<file path="config.mk">
export PLATFORM = sky130hd
export DESIGN_NAME = buffer_queue_with_event_coalescing_flat
export DESIGN_NICKNAME = d
export VERILOG_FILES = /design/src/rtl/bqec_pkg.sv /design/src/rtl/bqec_req_if.sv /design/src/rtl/bqec_rsp_if.sv /design/src/rtl/bqec_csr.sv /design/src/rtl/bqec_ctrl.sv /design/src/rtl/bqec_dp.sv /design/src/rtl/buffer_queue_with_event_coalescing.sv /design/src/flat_wrapper.sv
export SDC_FILE = /design/constraint.sdc
export NUM_CORES = 1
export LEC_CHECK = 0
export ABC_AREA = 1
export ABC_CLOCK_PERIOD_IN_PS = 10300
export BUFFER_PORTS_ARGS = -buffer_cell sky130_fd_sc_hd__buf_2
export CORE_ASPECT_RATIO = 1.1
export CORE_MARGIN = 2
export CORE_UTILIZATION = 60
export CTS_CLUSTER_SIZE = 16
export DETAILED_ROUTE_END_ITERATION = 16
export PLACE_DENSITY = 0.85
export REMOVE_ABC_BUFFERS = 1
export SLEW_MARGIN = 20
export SYNTH_ARGS = -nofsm -noshare
export SYNTH_HDL_FRONTEND = slang
export SYNTH_SLANG_ARGS = --single-unit
</file>
<file path="constraint.sdc">
create_clock -name clock -period 10.3 [get_ports clock]
set_input_delay 0.515 -clock clock [delete_from_list [all_inputs] [get_ports clock]]
set_output_delay 0.515 -clock clock [all_outputs]
set_load 0.005 [all_outputs]
</file>
<file path="src/rtl/bqec_pkg.sv">
// Shared types, codes and helpers for the buffer queue with event coalescing.
// No dependencies; the modules refer to it by scoped names, the two interfaces do not use it.
package bqec_pkg;

   typedef enum logic [2:0] {
      OP_SEND     = 3'd0,
      OP_RECV     = 3'd1,
      OP_SIG_FULL = 3'd2,
      OP_CONFIRM  = 3'd3,
      OP_DISCON   = 3'd4,
      OP_ACTIVATE = 3'd5,
      OP_CONNECT  = 3'd6
   } op_type;

   typedef enum logic [2:0] {
      EV_NONE        = 3'd0,
      EV_DATA_READY  = 3'd1,
      EV_SPACE_READY = 3'd2,
      EV_DISCONNECT  = 3'd3,
      EV_PORT_ERROR  = 3'd4,
      EV_START       = 3'd5,
      EV_STOP        = 3'd6
   } event_type;

   typedef enum logic [1:0] {
      MODE_NONE    = 2'd0,
      MODE_CONFIRM = 2'd1,
      MODE_PER_OP  = 2'd2,
      MODE_EVERY   = 2'd3
   } mode_type;

   typedef enum logic [2:0] {
      REG_CONS_MODE   = 3'd0,
      REG_PROD_MODE   = 3'd1,
      REG_BLOCK_CONN  = 3'd2,
      REG_BLOCK_UNCON = 3'd3,
      REG_CONS_ID     = 3'd4,
      REG_PROD_ID     = 3'd5
   } reg_idx_type;

   typedef enum logic {
      ST_IDLE = 1'b0,
      ST_EXEC = 1'b1
   } fsm_state_type;

   localparam logic [1:0] ARM_HELD_CONFIRM = 2'd1;
   localparam logic [1:0] ARM_HELD_OP      = 2'd2;
   localparam logic [1:0] ARM_READY        = 2'd3;

   localparam logic SIDE_CONS = 1'b0;
   localparam logic SIDE_PROD = 1'b1;

   localparam int ADDR_BITS = 5;

   typedef struct packed {
      logic [1:0] cons_mode;
      logic [1:0] prod_mode;
      logic       block_conn;
      logic       block_uncon;
      logic [7:0] cons_id;
      logic [7:0] prod_id;
   } cfg_type;

   typedef struct packed {
      logic cons;
      logic prod;
   } id_clear_type;

   typedef struct packed {
      logic latch;
      logic commit;
   } ctrl_cmd_type;

   typedef struct packed {
      logic out_busy;
   } dp_status_type;

   typedef struct packed {
      logic       fire;
      logic [1:0] arm;
   } arm_result_type;

   // Decide whether a side is notified and where its arm goes afterwards.
   function automatic arm_result_type arm_fire(logic [1:0] mode, logic [1:0] arm);
      arm_result_type r;
      r.fire = 1'b0;
      r.arm  = arm;
      case (mode_type'(mode))
         MODE_CONFIRM: begin
            if (arm == ARM_READY) begin
               r.fire = 1'b1;
               r.arm  = ARM_HELD_CONFIRM;
            end
         end
         MODE_PER_OP: begin
            if (arm == ARM_READY) begin
               r.fire = 1'b1;
               r.arm  = ARM_HELD_OP;
            end
         end
         MODE_EVERY: r.fire = 1'b1;
         default:    r.fire = 1'b0;
      endcase
      return r;
   endfunction

endpackage

</file>
<file path="src/rtl/bqec_req_if.sv">
// Request channel: valid/ready handshake carrying one queue operation.
// Depends on nothing; width of the pushed word is a parameter.
interface bqec_req_if #(
   parameter int WORD_BITS = 32
);
   logic                 valid;
   logic                 ready;
   logic [2:0]           opcode;
   logic                 side;
   logic                 flag;
   logic [WORD_BITS-1:0] write_word;

   modport source (output valid, opcode, side, flag, write_word, input ready);
   modport sink   (input valid, opcode, side, flag, write_word, output ready);
endinterface

</file>
<file path="src/rtl/bqec_rsp_if.sv">
// Response channel: valid/ready handshake carrying one operation result.
// Depends on nothing; word and fill widths are parameters.
interface bqec_rsp_if #(
   parameter int WORD_BITS = 32,
   parameter int FILL_BITS = 5
);
   logic                 valid;
   logic                 ready;
   logic [WORD_BITS-1:0] read_word;
   logic                 read_valid;
   logic                 dropped_oldest;
   logic                 push_failed;
   logic [2:0]           event_code;
   logic                 event_side;
   logic [7:0]           event_port_id;
   logic [FILL_BITS-1:0] fill_level;

   modport source (output valid, read_word, read_valid, dropped_oldest, push_failed,
                   event_code, event_side, event_port_id, fill_level, input ready);
   modport sink   (input valid, read_word, read_valid, dropped_oldest, push_failed,
                   event_code, event_side, event_port_id, fill_level, output ready);
endinterface

</file>
<file path="src/rtl/bqec_csr.sv">
// APB-style register file for modes, blocking policy and port ids.
// Depends on bqec_pkg; the datapath may clear a port id on disconnect.
module bqec_csr (
   input  logic                          clock,
   input  logic                          reset,
   input  logic                          psel,
   input  logic                          penable,
   input  logic                          pwrite,
   input  logic [bqec_pkg::ADDR_BITS-1:0] paddr,
   input  logic [31:0]                   pwdata,
   output logic [31:0]                   prdata,
   output logic                          pready,
   input  bqec_pkg::id_clear_type        id_clear,
   output bqec_pkg::cfg_type             cfg
);
   bqec_pkg::cfg_type   cfg_ff;
   bqec_pkg::cfg_type   cfg_in;
   bqec_pkg::reg_idx_type idx;
   logic                wr_en;

   assign idx    = bqec_pkg::reg_idx_type'(paddr[bqec_pkg::ADDR_BITS-1:2]);
   assign wr_en  = psel && penable && pwrite;
   assign pready = 1'b1;
   assign cfg    = cfg_ff;

   always_comb begin
      cfg_in = cfg_ff;
      if (id_clear.cons) begin
         cfg_in.cons_id = '0;
      end
      if (id_clear.prod) begin
         cfg_in.prod_id = '0;
      end
      if (wr_en) begin
         case (idx)
            bqec_pkg::REG_CONS_MODE:   cfg_in.cons_mode   = pwdata[1:0];
            bqec_pkg::REG_PROD_MODE:   cfg_in.prod_mode   = pwdata[1:0];
            bqec_pkg::REG_BLOCK_CONN:  cfg_in.block_conn  = pwdata[0];
            bqec_pkg::REG_BLOCK_UNCON: cfg_in.block_uncon = pwdata[0];
            bqec_pkg::REG_CONS_ID:     cfg_in.cons_id     = pwdata[7:0];
            bqec_pkg::REG_PROD_ID:     cfg_in.prod_id     = pwdata[7:0];
            default:                   cfg_in = cfg_in;
         endcase
      end
   end

   always_comb begin
      case (idx)
         bqec_pkg::REG_CONS_MODE:   prdata = {30'd0, cfg_ff.cons_mode};
         bqec_pkg::REG_PROD_MODE:   prdata = {30'd0, cfg_ff.prod_mode};
         bqec_pkg::REG_BLOCK_CONN:  prdata = {31'd0, cfg_ff.block_conn};
         bqec_pkg::REG_BLOCK_UNCON: prdata = {31'd0, cfg_ff.block_uncon};
         bqec_pkg::REG_CONS_ID:     prdata = {24'd0, cfg_ff.cons_id};
         bqec_pkg::REG_PROD_ID:     prdata = {24'd0, cfg_ff.prod_id};
         default:                   prdata = 32'd0;
      endcase
   end

   always_ff @(posedge clock) begin
      if (reset) begin
         cfg_ff.cons_mode   <= 2'd0;
         cfg_ff.prod_mode   <= 2'd0;
         cfg_ff.block_conn  <= 1'b1;
         cfg_ff.block_uncon <= 1'b0;
         cfg_ff.cons_id     <= 8'd0;
         cfg_ff.prod_id     <= 8'd0;
      end else begin
         cfg_ff <= cfg_in;
      end
   end
endmodule

</file>
<file path="src/rtl/bqec_ctrl.sv">
// Controller: two-state sequencer that accepts an operation and commits it.
// Depends on bqec_pkg for the state enum and the command/status structs.
module bqec_ctrl (
   input  logic                     clock,
   input  logic                     reset,
   input  logic                     req_valid,
   output logic                     req_ready,
   input  bqec_pkg::dp_status_type  status,
   output bqec_pkg::ctrl_cmd_type   cmd
);
   bqec_pkg::fsm_state_type state_ff;
   bqec_pkg::fsm_state_type state_in;

   always_ff @(posedge clock) begin
      if (reset) begin
         state_ff <= bqec_pkg::ST_IDLE;
      end else begin
         state_ff <= state_in;
      end
   end

   always_comb begin
      state_in   = state_ff;
      req_ready  = 1'b0;
      cmd.latch  = 1'b0;
      cmd.commit = 1'b0;
      case (state_ff)
         bqec_pkg::ST_IDLE: begin
            // take nothing while reset is held
            req_ready = !reset;
            if (req_valid && !reset) begin
               cmd.latch = 1'b1;
               state_in  = bqec_pkg::ST_EXEC;
            end
         end
         bqec_pkg::ST_EXEC: begin
            // hold until the previous result beat has left the output register
            if (!status.out_busy) begin
               cmd.commit = 1'b1;
               state_in   = bqec_pkg::ST_IDLE;
            end
         end
         default: state_in = bqec_pkg::ST_IDLE;
      endcase
   end
endmodule

</file>
<file path="src/rtl/bqec_dp.sv">
// Datapath: queue memory, head/count, arm and connection state, result register.
// Depends on bqec_pkg; driven by commands from bqec_ctrl.
module bqec_dp #(
   parameter int DEPTH     = 16,
   parameter int WORD_BITS = 32,
   parameter int FILL_BITS = 5
) (
   input  logic                   clock,
   input  logic                   reset,
   input  bqec_pkg::ctrl_cmd_type cmd,
   output bqec_pkg::dp_status_type status,
   input  bqec_pkg::cfg_type      cfg,
   output bqec_pkg::id_clear_type id_clear,
   input  logic [2:0]             req_opcode,
   input  logic                   req_side,
   input  logic                   req_flag,
   input  logic [WORD_BITS-1:0]   req_write_word,
   output logic                   rsp_valid,
   input  logic                   rsp_ready,
   output logic [WORD_BITS-1:0]   rsp_read_word,
   output logic                   rsp_read_valid,
   output logic                   rsp_dropped_oldest,
   output logic                   rsp_push_failed,
   output logic [2:0]             rsp_event_code,
   output logic                   rsp_event_side,
   output logic [7:0]             rsp_event_port_id,
   output logic [FILL_BITS-1:0]   rsp_fill_level
);
   localparam int IDX_BITS = (DEPTH > 1) ? $clog2(DEPTH) : 1;
   localparam int CNT_BITS = FILL_BITS;
   localparam logic [CNT_BITS-1:0] DEPTH_CNT = CNT_BITS'(DEPTH);
   localparam logic [IDX_BITS-1:0] LAST_IDX  = IDX_BITS'(DEPTH - 1);
   localparam logic [CNT_BITS:0]   DEPTH_SUM = (CNT_BITS + 1)'(DEPTH);

   logic [WORD_BITS-1:0] mem [DEPTH];
   logic [WORD_BITS-1:0] rd_data_ff;

   // latched item
   bqec_pkg::op_type     op_ff;
   logic                 side_ff;
   logic                 flag_ff;
   logic [WORD_BITS-1:0] word_ff;

   // queue and notification state
   logic [IDX_BITS-1:0] head_ff,  head_in;
   logic [CNT_BITS-1:0] count_ff, count_in;
   logic [1:0]          carm_ff,  carm_in;
   logic [1:0]          parm_ff,  parm_in;
   logic [1:0]          conn_ff,  conn_in;

   // result register
   logic                 out_valid_ff;
   logic [WORD_BITS-1:0] rword_ff,   rword_in;
   logic                 rvalid_ff,  rvalid_in;
   logic                 dropped_ff, dropped_in;
   logic                 failed_ff,  failed_in;
   logic [2:0]           ev_ff,      ev_in;
   logic                 evside_ff,  evside_in;
   logic [7:0]           evid_ff,    evid_in;

   logic                    full, empty, blocking, drop;
   logic                    we;
   logic [IDX_BITS-1:0]     waddr;
   logic [IDX_BITS-1:0]     head_next;
   logic [IDX_BITS-1:0]     head_after;
   logic [CNT_BITS-1:0]     count_after;
   logic [CNT_BITS:0]       wsum;
   logic                    other;
   logic                    other_conn;
   bqec_pkg::arm_result_type cfire, pfire;

   assign full       = (count_ff == DEPTH_CNT);
   assign empty      = (count_ff == '0);
   assign blocking   = (conn_ff == 2'b11) ? cfg.block_conn : cfg.block_uncon;
   assign drop       = full && !blocking;
   assign head_next  = (head_ff == LAST_IDX) ? '0 : head_ff + 1'b1;
   assign head_after = drop ? head_next : head_ff;
   assign count_after = drop ? count_ff - 1'b1 : count_ff;
   assign wsum       = {1'b0, count_after} + (CNT_BITS + 1)'(head_after);
   assign waddr      = (wsum >= DEPTH_SUM) ? IDX_BITS'(wsum - DEPTH_SUM)
                                           : IDX_BITS'(wsum);
   assign other      = ~side_ff;
   assign other_conn = other ? conn_ff[1] : conn_ff[0];
   assign cfire      = bqec_pkg::arm_fire(cfg.cons_mode, carm_ff);
   assign pfire      = bqec_pkg::arm_fire(cfg.prod_mode, parm_ff);

   always_comb begin
      head_in    = head_ff;
      count_in   = count_ff;
      carm_in    = carm_ff;
      parm_in    = parm_ff;
      conn_in    = conn_ff;
      we         = 1'b0;
      rword_in   = '0;
      rvalid_in  = 1'b0;
      dropped_in = 1'b0;
      failed_in  = 1'b0;
      ev_in      = bqec_pkg::EV_NONE;
      evside_in  = 1'b0;
      evid_in    = 8'd0;
      id_clear.cons = 1'b0;
      id_clear.prod = 1'b0;
      case (op_ff)
         bqec_pkg::OP_SEND: begin
            dropped_in = drop;
            head_in    = head_after;
            if (!full || drop) begin
               we       = 1'b1;
               count_in = count_after + 1'b1;
            end else begin
               failed_in = 1'b1;
            end
            if (parm_ff == bqec_pkg::ARM_HELD_OP) begin
               parm_in = bqec_pkg::ARM_READY;
            end
            if (conn_ff[0]) begin
               carm_in = cfire.arm;
               if (cfire.fire) begin
                  ev_in     = bqec_pkg::EV_DATA_READY;
                  evside_in = bqec_pkg::SIDE_CONS;
                  evid_in   = cfg.cons_id;
               end
            end
         end
         bqec_pkg::OP_RECV, bqec_pkg::OP_SIG_FULL: begin
            if (op_ff == bqec_pkg::OP_SIG_FULL && full) begin
               if (conn_ff[0]) begin
                  ev_in     = bqec_pkg::EV_DATA_READY;
                  evside_in = bqec_pkg::SIDE_CONS;
                  evid_in   = cfg.cons_id;
               end
            end else begin
               if (op_ff == bqec_pkg::OP_RECV && !empty) begin
                  rword_in  = rd_data_ff;
                  rvalid_in = 1'b1;
                  head_in   = head_next;
                  count_in  = count_ff - 1'b1;
               end
               if (carm_ff == bqec_pkg::ARM_HELD_OP) begin
                  carm_in = bqec_pkg::ARM_READY;
               end
               if (conn_ff[1]) begin
                  parm_in = pfire.arm;
                  if (pfire.fire) begin
                     ev_in     = bqec_pkg::EV_SPACE_READY;
                     evside_in = bqec_pkg::SIDE_PROD;
                     evid_in   = cfg.prod_id;
                  end
               end
            end
         end
         bqec_pkg::OP_CONFIRM: begin
            if (side_ff == bqec_pkg::SIDE_PROD) begin
               parm_in = full ? bqec_pkg::ARM_READY : bqec_pkg::ARM_HELD_OP;
            end else begin
               carm_in = empty ? bqec_pkg::ARM_READY : bqec_pkg::ARM_HELD_OP;
            end
         end
         bqec_pkg::OP_DISCON: begin
            if (other_conn) begin
               ev_in     = flag_ff ? bqec_pkg::EV_PORT_ERROR : bqec_pkg::EV_DISCONNECT;
               evside_in = other;
               evid_in   = other ? cfg.prod_id : cfg.cons_id;
            end
            if (side_ff == bqec_pkg::SIDE_PROD) begin
               id_clear.prod = 1'b1;
               conn_in[1]    = 1'b0;
            end else begin
               id_clear.cons = 1'b1;
               conn_in[0]    = 1'b0;
            end
            // nobody left on either side: empty the queue
            if (conn_in == 2'b00) begin
               head_in  = '0;
               count_in = '0;
            end
         end
         bqec_pkg::OP_ACTIVATE: begin
            if (other_conn) begin
               ev_in     = flag_ff ? bqec_pkg::EV_START : bqec_pkg::EV_STOP;
               evside_in = other;
               evid_in   = other ? cfg.prod_id : cfg.cons_id;
            end
         end
         bqec_pkg::OP_CONNECT: begin
            if (side_ff == bqec_pkg::SIDE_PROD) begin
               conn_in[1] = 1'b1;
            end else begin
               conn_in[0] = 1'b1;
            end
         end
         default: head_in = head_ff;
      endcase
      if (!cmd.commit) begin
         id_clear.cons = 1'b0;
         id_clear.prod = 1'b0;
      end
   end

   // memory: read at head when an item is taken, write on commit
   always_ff @(posedge clock) begin
      if (cmd.commit && we) begin
         mem[waddr] <= word_ff;
      end
      if (cmd.latch) begin
         rd_data_ff <= mem[head_ff];
      end
   end

   always_ff @(posedge clock) begin
      if (cmd.latch) begin
         op_ff   <= bqec_pkg::op_type'(req_opcode);
         side_ff <= req_side;
         flag_ff <= req_flag;
         word_ff <= req_write_word;
      end
      if (cmd.commit) begin
         rword_ff   <= rword_in;
         rvalid_ff  <= rvalid_in;
         dropped_ff <= dropped_in;
         failed_ff  <= failed_in;
         ev_ff      <= ev_in;
         evside_ff  <= evside_in;
         evid_ff    <= evid_in;
      end
   end

   always_ff @(posedge clock) begin
      if (reset) begin
         head_ff      <= '0;
         count_ff     <= '0;
         carm_ff      <= bqec_pkg::ARM_READY;
         parm_ff      <= bqec_pkg::ARM_READY;
         conn_ff      <= 2'b00;
         out_valid_ff <= 1'b0;
      end else begin
         if (cmd.commit) begin
            head_ff  <= head_in;
            count_ff <= count_in;
            carm_ff  <= carm_in;
            parm_ff  <= parm_in;
            conn_ff  <= conn_in;
         end
         if (cmd.commit) begin
            out_valid_ff <= 1'b1;
         end else if (rsp_ready) begin
            out_valid_ff <= 1'b0;
         end
      end
   end

   assign status.out_busy    = out_valid_ff && !rsp_ready;
   assign rsp_valid          = out_valid_ff;
   assign rsp_read_word      = rword_ff;
   assign rsp_read_valid     = rvalid_ff;
   assign rsp_dropped_oldest = dropped_ff;
   assign rsp_push_failed    = failed_ff;
   assign rsp_event_code     = ev_ff;
   assign rsp_event_side     = evside_ff;
   assign rsp_event_port_id  = evid_ff;
   assign rsp_fill_level     = count_ff;
endmodule

</file>
<file path="src/rtl/buffer_queue_with_event_coalescing.sv">
// Top level of the buffer-handle queue with coalesced notifications.
// Depends on bqec_pkg, bqec_req_if, bqec_rsp_if, bqec_csr, bqec_ctrl, bqec_dp.
//
//   channel   direction   handshake              payload
//   req       in          valid/ready            opcode, side, flag, write_word
//   rsp       out         valid/ready            read_word .. fill_level
//   APB       in/out      psel/penable, pready   paddr, pwdata, prdata
//
// Each operation is accepted in ST_IDLE, which reads the queue head from the
// memory, then committed in ST_EXEC, which updates the queue state and loads
// the result register. A result waits in its register; the next operation is
// accepted meanwhile and held in ST_EXEC until that result beat is taken.
// Reset is synchronous and needs no clearing pass; the queue memory is not reset.
module buffer_queue_with_event_coalescing #(
   parameter int DEPTH     = 16,
   parameter int WORD_BITS = 32
) (
   input  logic                           clock,
   input  logic                           reset,
   bqec_req_if.sink                       req,
   bqec_rsp_if.source                     rsp,
   input  logic                           psel,
   input  logic                           penable,
   input  logic                           pwrite,
   input  logic [bqec_pkg::ADDR_BITS-1:0] paddr,
   input  logic [31:0]                    pwdata,
   output logic [31:0]                    prdata,
   output logic                           pready
);
   localparam int FILL_BITS = $clog2(DEPTH + 1);

   bqec_pkg::cfg_type       cfg;
   bqec_pkg::id_clear_type  id_clear;
   bqec_pkg::ctrl_cmd_type  cmd;
   bqec_pkg::dp_status_type status;
   logic [FILL_BITS-1:0]    fill_level;

   bqec_csr u_csr (
      .clock    (clock),
      .reset    (reset),
      .psel     (psel),
      .penable  (penable),
      .pwrite   (pwrite),
      .paddr    (paddr),
      .pwdata   (pwdata),
      .prdata   (prdata),
      .pready   (pready),
      .id_clear (id_clear),
      .cfg      (cfg)
   );

   bqec_ctrl u_ctrl (
      .clock     (clock),
      .reset     (reset),
      .req_valid (req.valid),
      .req_ready (req.ready),
      .status    (status),
      .cmd       (cmd)
   );

   bqec_dp #(
      .DEPTH     (DEPTH),
      .WORD_BITS (WORD_BITS),
      .FILL_BITS (FILL_BITS)
   ) u_dp (
      .clock              (clock),
      .reset              (reset),
      .cmd                (cmd),
      .status             (status),
      .cfg                (cfg),
      .id_clear           (id_clear),
      .req_opcode         (req.opcode),
      .req_side           (req.side),
      .req_flag           (req.flag),
      .req_write_word     (req.write_word),
      .rsp_valid          (rsp.valid),
      .rsp_ready          (rsp.ready),
      .rsp_read_word      (rsp.read_word),
      .rsp_read_valid     (rsp.read_valid),
      .rsp_dropped_oldest (rsp.dropped_oldest),
      .rsp_push_failed    (rsp.push_failed),
      .rsp_event_code     (rsp.event_code),
      .rsp_event_side     (rsp.event_side),
      .rsp_event_port_id  (rsp.event_port_id),
      .rsp_fill_level     (fill_level)
   );

   assign rsp.fill_level = fill_level;
endmodule
</file>
<file path="src/flat_wrapper.sv">
// flat-port wrapper written by rule: the top's interface ports become plain ports
module buffer_queue_with_event_coalescing_flat 
#(
   parameter int DEPTH     = 16,
   parameter int WORD_BITS = 32
)
  (clock, reset, psel, penable, pwrite, paddr, pwdata, prdata, pready, req_valid, req_opcode, req_side, req_flag, req_write_word, req_ready, rsp_valid, rsp_read_word, rsp_read_valid, rsp_dropped_oldest, rsp_push_failed, rsp_event_code, rsp_event_side, rsp_event_port_id, rsp_fill_level, rsp_ready);
  bqec_req_if #(.WORD_BITS(WORD_BITS)) req_i ();
  bqec_rsp_if #(.WORD_BITS(WORD_BITS)) rsp_i ();
  input  logic clock;
  input  logic reset;
  input  logic psel;
  input  logic penable;
  input  logic pwrite;
  input  logic [bqec_pkg::ADDR_BITS-1:0] paddr;
  input  logic [31:0] pwdata;
  output logic [31:0] prdata;
  output logic pready;
  input wire logic [$bits(req_i.valid)-1:0] req_valid;
  input wire logic [$bits(req_i.opcode)-1:0] req_opcode;
  input wire logic [$bits(req_i.side)-1:0] req_side;
  input wire logic [$bits(req_i.flag)-1:0] req_flag;
  input wire logic [$bits(req_i.write_word)-1:0] req_write_word;
  output wire logic [$bits(req_i.ready)-1:0] req_ready;
  output wire logic [$bits(rsp_i.valid)-1:0] rsp_valid;
  output wire logic [$bits(rsp_i.read_word)-1:0] rsp_read_word;
  output wire logic [$bits(rsp_i.read_valid)-1:0] rsp_read_valid;
  output wire logic [$bits(rsp_i.dropped_oldest)-1:0] rsp_dropped_oldest;
  output wire logic [$bits(rsp_i.push_failed)-1:0] rsp_push_failed;
  output wire logic [$bits(rsp_i.event_code)-1:0] rsp_event_code;
  output wire logic [$bits(rsp_i.event_side)-1:0] rsp_event_side;
  output wire logic [$bits(rsp_i.event_port_id)-1:0] rsp_event_port_id;
  output wire logic [$bits(rsp_i.fill_level)-1:0] rsp_fill_level;
  input wire logic [$bits(rsp_i.ready)-1:0] rsp_ready;
  assign req_i.valid = req_valid;
  assign req_i.opcode = req_opcode;
  assign req_i.side = req_side;
  assign req_i.flag = req_flag;
  assign req_i.write_word = req_write_word;
  assign req_ready = req_i.ready;
  assign rsp_valid = rsp_i.valid;
  assign rsp_read_word = rsp_i.read_word;
  assign rsp_read_valid = rsp_i.read_valid;
  assign rsp_dropped_oldest = rsp_i.dropped_oldest;
  assign rsp_push_failed = rsp_i.push_failed;
  assign rsp_event_code = rsp_i.event_code;
  assign rsp_event_side = rsp_i.event_side;
  assign rsp_event_port_id = rsp_i.event_port_id;
  assign rsp_fill_level = rsp_i.fill_level;
  assign rsp_i.ready = rsp_ready;
  buffer_queue_with_event_coalescing #(.DEPTH(DEPTH), .WORD_BITS(WORD_BITS)) u_core (.clock(clock), .reset(reset), .req(req_i), .rsp(rsp_i), .psel(psel), .penable(penable), .pwrite(pwrite), .paddr(paddr), .pwdata(pwdata), .prdata(prdata), .pready(pready));
endmodule
</file>
==> impl_metrics.json, run 1 <==
{
  "synth_area_mm2": 0.0268,
  "path_clk_slew_ps": 60,
  "synth_top_area_share_pct": 70.4,
  "syn_to_final_growth_pct": 11.6,
  "path_cells": "buf_4 > inv_6 > nand2_1 > inv_1 > nand2_1 > o21ai_0 > ha_1 > inv_1 > fa_1 > inv_1 > nand3_1 > nor2_4 > buf_4",
  "crit_arrival_ps": 6100,
  "cellLeakagePower_nw": 10.3,
  "wl_per_cell_um": 22.3,
  "grt_usage_pct": 26.7,
  "hold_viol": 0,
  "grt_pass1_vias": 17441,
  "post-route-period-util_pct": 56.7,
  "drt-total-wl_mm": 62.4,
  "synthArstFlopShare_pct": 0,
  "via_per_inst": 6.35,
  "holdPathEnd": "u_core.u_dp.word_ff[3]",
  "cts_sinks": 667,
  "nets": 2267,
  "worstSetupPathType": "flop to flop",
  "ys_warn_count": 0,
  "rsz0062_at_grt": "no",
  "synth.most_common_cell": "edfxtp_1",
  "cp_common_cell": "inv_1",
  "whs_ps": 50.4,
  "dpl.cell_count": 2688,
  "port_buffers": 116,
  "synthCells": 2087,
  "clock_latency_ps": 640,
  "relSlewSlack_pct": 26.3,
  "avgSynthCellArea_um2": 12.8,
  "placed_area_mm2": 0.0279,
  "status": "completed",
  "peakVddDrop_mv": 0.157,
  "cts_buffer_depth": 3,
  "crit_path_max_fanout": 145,
  "cp_top_family": "buffers and inverters",
  "drv_cap": 0,
  "reg2reg_setup_slack_ps": 4460,
  "ctsHoldBuffers": 0,
  "synth-edff-count": 628,
  "drt_pass1_iterations": 8,
  "place_congestion": 0.892,
  "cts_tree": "yes",
  "num_io_pins": 168,
  "ys_seq_area_share_pct": 73.3,
  "tightest_slew_ps": 1100,
  "diodes": 0,
  "dp_slack_ps": 4770,
  "rr_startpoint": "u_core.u_dp.head_ff[0]",
  "finalInstanceArea_mm2": 0.0299,
  "worstHoldStart": "req_write_word[3]",
  "route.vias.total": 17784,
  "r2r_cells": 13,
  "drv_slew": 0,
  "globalRouteOverflowTotal": 0,
  "core-area_mm2": 0.0443,
  "max_freq_mhz": 171,
  "layoutNonFillerInstCount": 2799,
  "start_kind": "flop",
  "grt_pass1_wl_mm": 94.2,
  "fp-row-count": 81,
  "drtIter0Drc": 2606,
  "synth_cell_types": 44,
  "rr_endpoint": "u_core.u_dp.mem[7][29]",
  "hold_depth": 1,
  "skew_ps": 22.3,
  "post-route-drc-count": 0,
  "dieArea_mm2": 0.0464,
  "finalSetupViolCount": 0,
  "synth_area_leaders": "edfxtp_1 (70%), o21ai_0 (5.8%), nor2_1 (4.7%)",
  "clockRootBuffer": "clkbuf_16",
  "synth_common_cells": "edfxtp_1 (628), nor2_1 (338), o21ai_0 (310), nand2_1 (135), inv_1 (99)",
  "critical_path_buf_inv_count": 6,
  "drive_gt1_share_pct": 14.0,
  "end_kind": "flop",
  "critPathSlowestCell": "buf_4",
  "max_stage_delay_ps": 930,
  "initial_core_util_pct": 60.5,
  "hpwl_mm": 32.4,
  "synthFlopType": "edfxtp_1",
  "final.setup.worst_slack_ps": 4460,
  "antenna_found_initial": 0,
  "post-route-util_pct": 67.5,
  "fp.dieH_um": 226,
  "post_cts_buffers": 0,
  "postRouteAntennaNets": 0,
  "ys_ff_latch": 667,
  "finalCriticalPeriod_ps": 5840,
  "worst_ep_required_time_ps": 10570,
  "fp.dieW_um": 206,
  "htree_levels": 2,
  "ctsResizeCount": 0,
  "cts_buffers": 61,
  "synth_top_area_cell": "edfxtp_1",
  "grt_start_max_net_pins": 146,
  "worstHoldPathType": "input pin to flop",
  "p_per_area_mw_per_mm2": 189
}
cell type report:
| class | count | area, um2 |
|---|---|---|
| inverter | 110 | 418 |
| clock buffer | 65 | 1540 |
| multi-input combinational | 1188 | 6290 |
| sequential | 667 | 19600 |
| clock inverter | 46 | 509 |
| fill | 2791 | 14400 |
| timing repair buffer | 142 | 783 |
| tap | 581 | 727 |
metrics by stage:
stage	TNS [ps]	power (W)
after floorplan	-214050	0.00326
after detailed placement	0	0.00337
final	0	0.00564
after global routing	0	0.00579
after global placement	0	0.00336
after CTS	0	0.00566
how the worst max path moves through the flow:
stage | startpoint | to | slack [ps] | depth (start not counted)
final | u_core.u_dp.head_ff[0] | u_core.u_dp.mem[7][29] | 4460 | 13
after global routing | u_core.u_dp.head_ff[0] | u_core.u_dp.mem[6][23] | 4320 | 13
after CTS | u_core.u_dp.head_ff[0] | u_core.u_dp.mem[6][27] | 4710 | 13
after detailed placement | u_core.u_dp.head_ff[0] | u_core.u_dp.mem[6][28] | 4770 | 13
after global placement | u_core.u_dp.head_ff[0] | u_core.u_dp.mem[3][27] | 4920 | 13
after floorplan | u_core.u_dp.head_ff[0] | u_core.u_dp.mem[4][0] | -440 | 8
cells by family after synthesis:
group           Yosys count  share of synthesized area (%)
buf+inv                 255                           4.09
other cells               2                         0.0280
xor+xnor                  3                          0.154
flops                   667                           73.3
compound gates          565                           12.6
fa+ha+maj                16                          0.775
simple gates            579                           9.09
where the power goes:
group	total (W)	switching, W	internal, W
combinational	0.000284	0.000199	0.0000845
sequential	0.00304	0.0000466	0.00300
clock	0.00232	0.000981	0.00134
sequential cells by signal, summed over array words and instances (netlist names), 2 cells and up:
| name | cells |
|---|---|
| u_core.u_csr.cfg | 22 |
| u_core.u_dp.carm_ff | 2 |
| u_core.u_dp.conn_ff | 2 |
| u_core.u_dp.head_ff | 4 |
| u_core.u_dp.mem | 512 |
| u_core.u_dp.op_ff | 3 |
| u_core.u_dp.parm_ff | 2 |
| u_core.u_dp.rd_data_ff | 32 |
| u_core.u_dp.rsp_event_code | 3 |
| u_core.u_dp.rsp_event_port_id | 8 |
| u_core.u_dp.rsp_fill_level | 5 |
| u_core.u_dp.rsp_read_word | 32 |
| u_core.u_dp.word_ff | 32 |
cells in the final DEF (no fill, tap or decap), types with 13 or more instances in the layout:
cell       count
a21oi_1       44
buf_2        116
buf_4         24
clkbuf_16     61
clkinv_1      13
clkinv_2      17
conb_1        25
dfxtp_1       35
edfxtp_1     628
ha_1          15
inv_1         97
nand2_1      134
nand2_2       14
nand3_1       54
nor2_1       322
nor2_4        18
o211ai_1      45
o21ai_0      310
o221ai_1      82
o22ai_1       58
per-layer routing:
metal	track usage [%]	up-vias	share of wire, %
li1	-	7806	-
met1	34.8	8470	36
met2	43.6	1300	49
met3	4.60	208	11
met4	13.6	0	3.9
met5	0	-	0
(Power assumes the default switching activity.)
==> run 2: changes to the inputs <==
ABC_CLOCK_PERIOD_IN_PS = 5500   (was 10300)
clock period = 5.5 ns   (was 10.3 ns; I/O delays follow)
==> impl_metrics.json, run 2 (synthesis gave the netlist of run 1 again) <==
{
  "drv_slew": 0,
  "most-common-layout-cells": "edfxtp_1 (628), nor2_1 (322), o21ai_0 (310)",
  "peakVddDrop_mv": 0.321,
  "end_kind": "flop",
  "max_stage_delay_ps": 750,
  "cts_buffer_depth": 3,
  "place_congestion": 0.876,
  "grt_start_max_net_pins": 119,
  "post_cts_buffers": 0,
  "diodes": 0,
  "cts_sinks": 667,
  "dp_slack_ps": 1130,
  "post-route-drc-count": 0,
  "grt_pass1_wl_mm": 97.8,
  "cts_buffers": 66,
  "post-route-period-util_pct": 82.2,
  "dieArea_mm2": 0.0464,
  "p_per_area_mw_per_mm2": 353,
  "hpwl_mm": 33.2,
  "fp.dieW_um": 206,
  "crit_arrival_ps": 4810,
  "drtIter0Drc": 2606,
  "antenna_found_initial": 0,
  "initial_core_util_pct": 60.5,
  "drt-total-wl_mm": 64.9,
  "fp.dieH_um": 226,
  "port_buffers": 116,
  "final_common_cell": "edfxtp_1",
  "final.setup.worst_slack_ps": 978,
  "cts_tree": "yes",
  "finalSetupViolCount": 0,
  "route.vias.total": 18112,
  "n_fill_cell": 2697,
  "nets": 2321,
  "globalRouteOverflowTotal": 0,
  "worstHoldPathType": "input pin to flop",
  "path_cells": "inv_2 > ha_1 > nand3_2 > nor2_2 > xor2_2 > ha_1 > inv_1 > fa_1 > xnor2_1 > nand3_2 > nor2_4 > buf_4",
  "tightest_slew_ps": 1100,
  "skew_ps": 27.4,
  "fp-row-count": 81,
  "max_flop_register": "u_core.u_dp.mem",
  "finalCriticalPeriod_ps": 4520,
  "worst_ep_required_time_ps": 5780,
  "wl_per_cell_um": 22.7,
  "relSlewSlack_pct": 26.7,
  "drive_gt1_share_pct": 13.7,
  "grt_pass1_vias": 17753,
  "hold_viol": 0,
  "rsz0062_at_grt": "no",
  "path_clk_slew_ps": 60,
  "grt_usage_pct": 27.9,
  "worstSetupPathType": "flop to flop",
  "core-area_mm2": 0.0443,
  "htree_levels": 3,
  "crit_path_max_fanout": 21,
  "syn_to_final_growth_pct": 14.3,
  "start_kind": "flop",
  "setup_tns_ps": 0,
  "multi_input_area_mm2": 0.00629,
  "drv_cap": 0,
  "via_per_inst": 6.34,
  "num_io_pins": 168,
  "cellLeakagePower_nw": 10.6,
  "status": "completed",
  "regArea_mm2": 0.0196,
  "clock_latency_ps": 620,
  "drt_pass1_iterations": 6,
  "critPathSlowestCell": "nor2_4",
  "max_freq_mhz": 221,
  "clockRootBuffer": "clkbuf_16",
  "postRouteAntennaNets": 0,
  "largest_reg_flops": 512
}
[run 2: cell count changes in the layout (fill, tap and decap cells not counted), sizes merged]
cell / delta
buf: +4
bufinv: -2
dlygate4sd3: +45
clkinvlp: +1
clkinv: -7
clkbuf: +16
inv: +1
[run 2: area by class of cell]
type	count	area share, %
flip-flops and latches	667	64.1
multi-input cells	1188	20.5
clock buffers	81	5.64
repair buffers	191	4.58
well taps	581	2.37
clock inverters	39	1.40
inverters	110	1.36
[run 2: path summary, 6_finish.rpt]
kind | from | depth (start not counted) | slack (ps) | end
max reg2reg | u_core.u_dp.rsp_fill_level[0] | 12 | 980 | u_core.u_dp.mem[12][15]
min | pwdata[6] | 3 | 40 | u_core.u_csr.cfg[14]
max | u_core.u_dp.rsp_fill_level[0] | 12 | 980 | u_core.u_dp.mem[12][15]
min reg2reg | u_core.u_csr.cfg[15] | 2 | 460 | u_core.u_csr.cfg[15]
[run 2: where the power goes]
group	leakage (nW)	internal [W]	switching (W)
Clock	1.05	0.00263	0.00193
Sequential	6.02	0.00561	0.0000768
Combinational	3.51	0.000181	0.000395
[run 2: critical path, delay by kind of cell, from the launching register on]
kind          cells  cell delay [ps]
fa+ha+maj         3              900
xor+xnor          2              680
buf+inv           3              550
simple gates      4             1710
flops             1              380
[run 2: timing repair]
item                      in CTS  in global routing
gates resized for setup        0                  0
hold endpoints to repair      47                  0
hold buffers                  45                  0
[run 2: stage by stage]
stage          util [%]  instances  power (W)  area, um2  hold WS, ps
2_1_floorplan         -       1965    0.00611      26200          347
6_report           69.2       2857     0.0108      30600         39.7
3_3_place_gp       63.2       2690    0.00630      28000          451
4_1_cts            69.0       2855     0.0108      30600         5.97
5_1_grt            69.2       2857     0.0111      30600         35.0
3_5_place_dp       63.2       2690    0.00632      28000          453
[run 2: layer usage]
layer	track usage [%]	part of all wire (%)	wire, um
met5	0	0	0
met4	13.7	3.5	2250
met3	5.48	11	6930
met2	45.0	49	31800
met1	36.5	37	23900
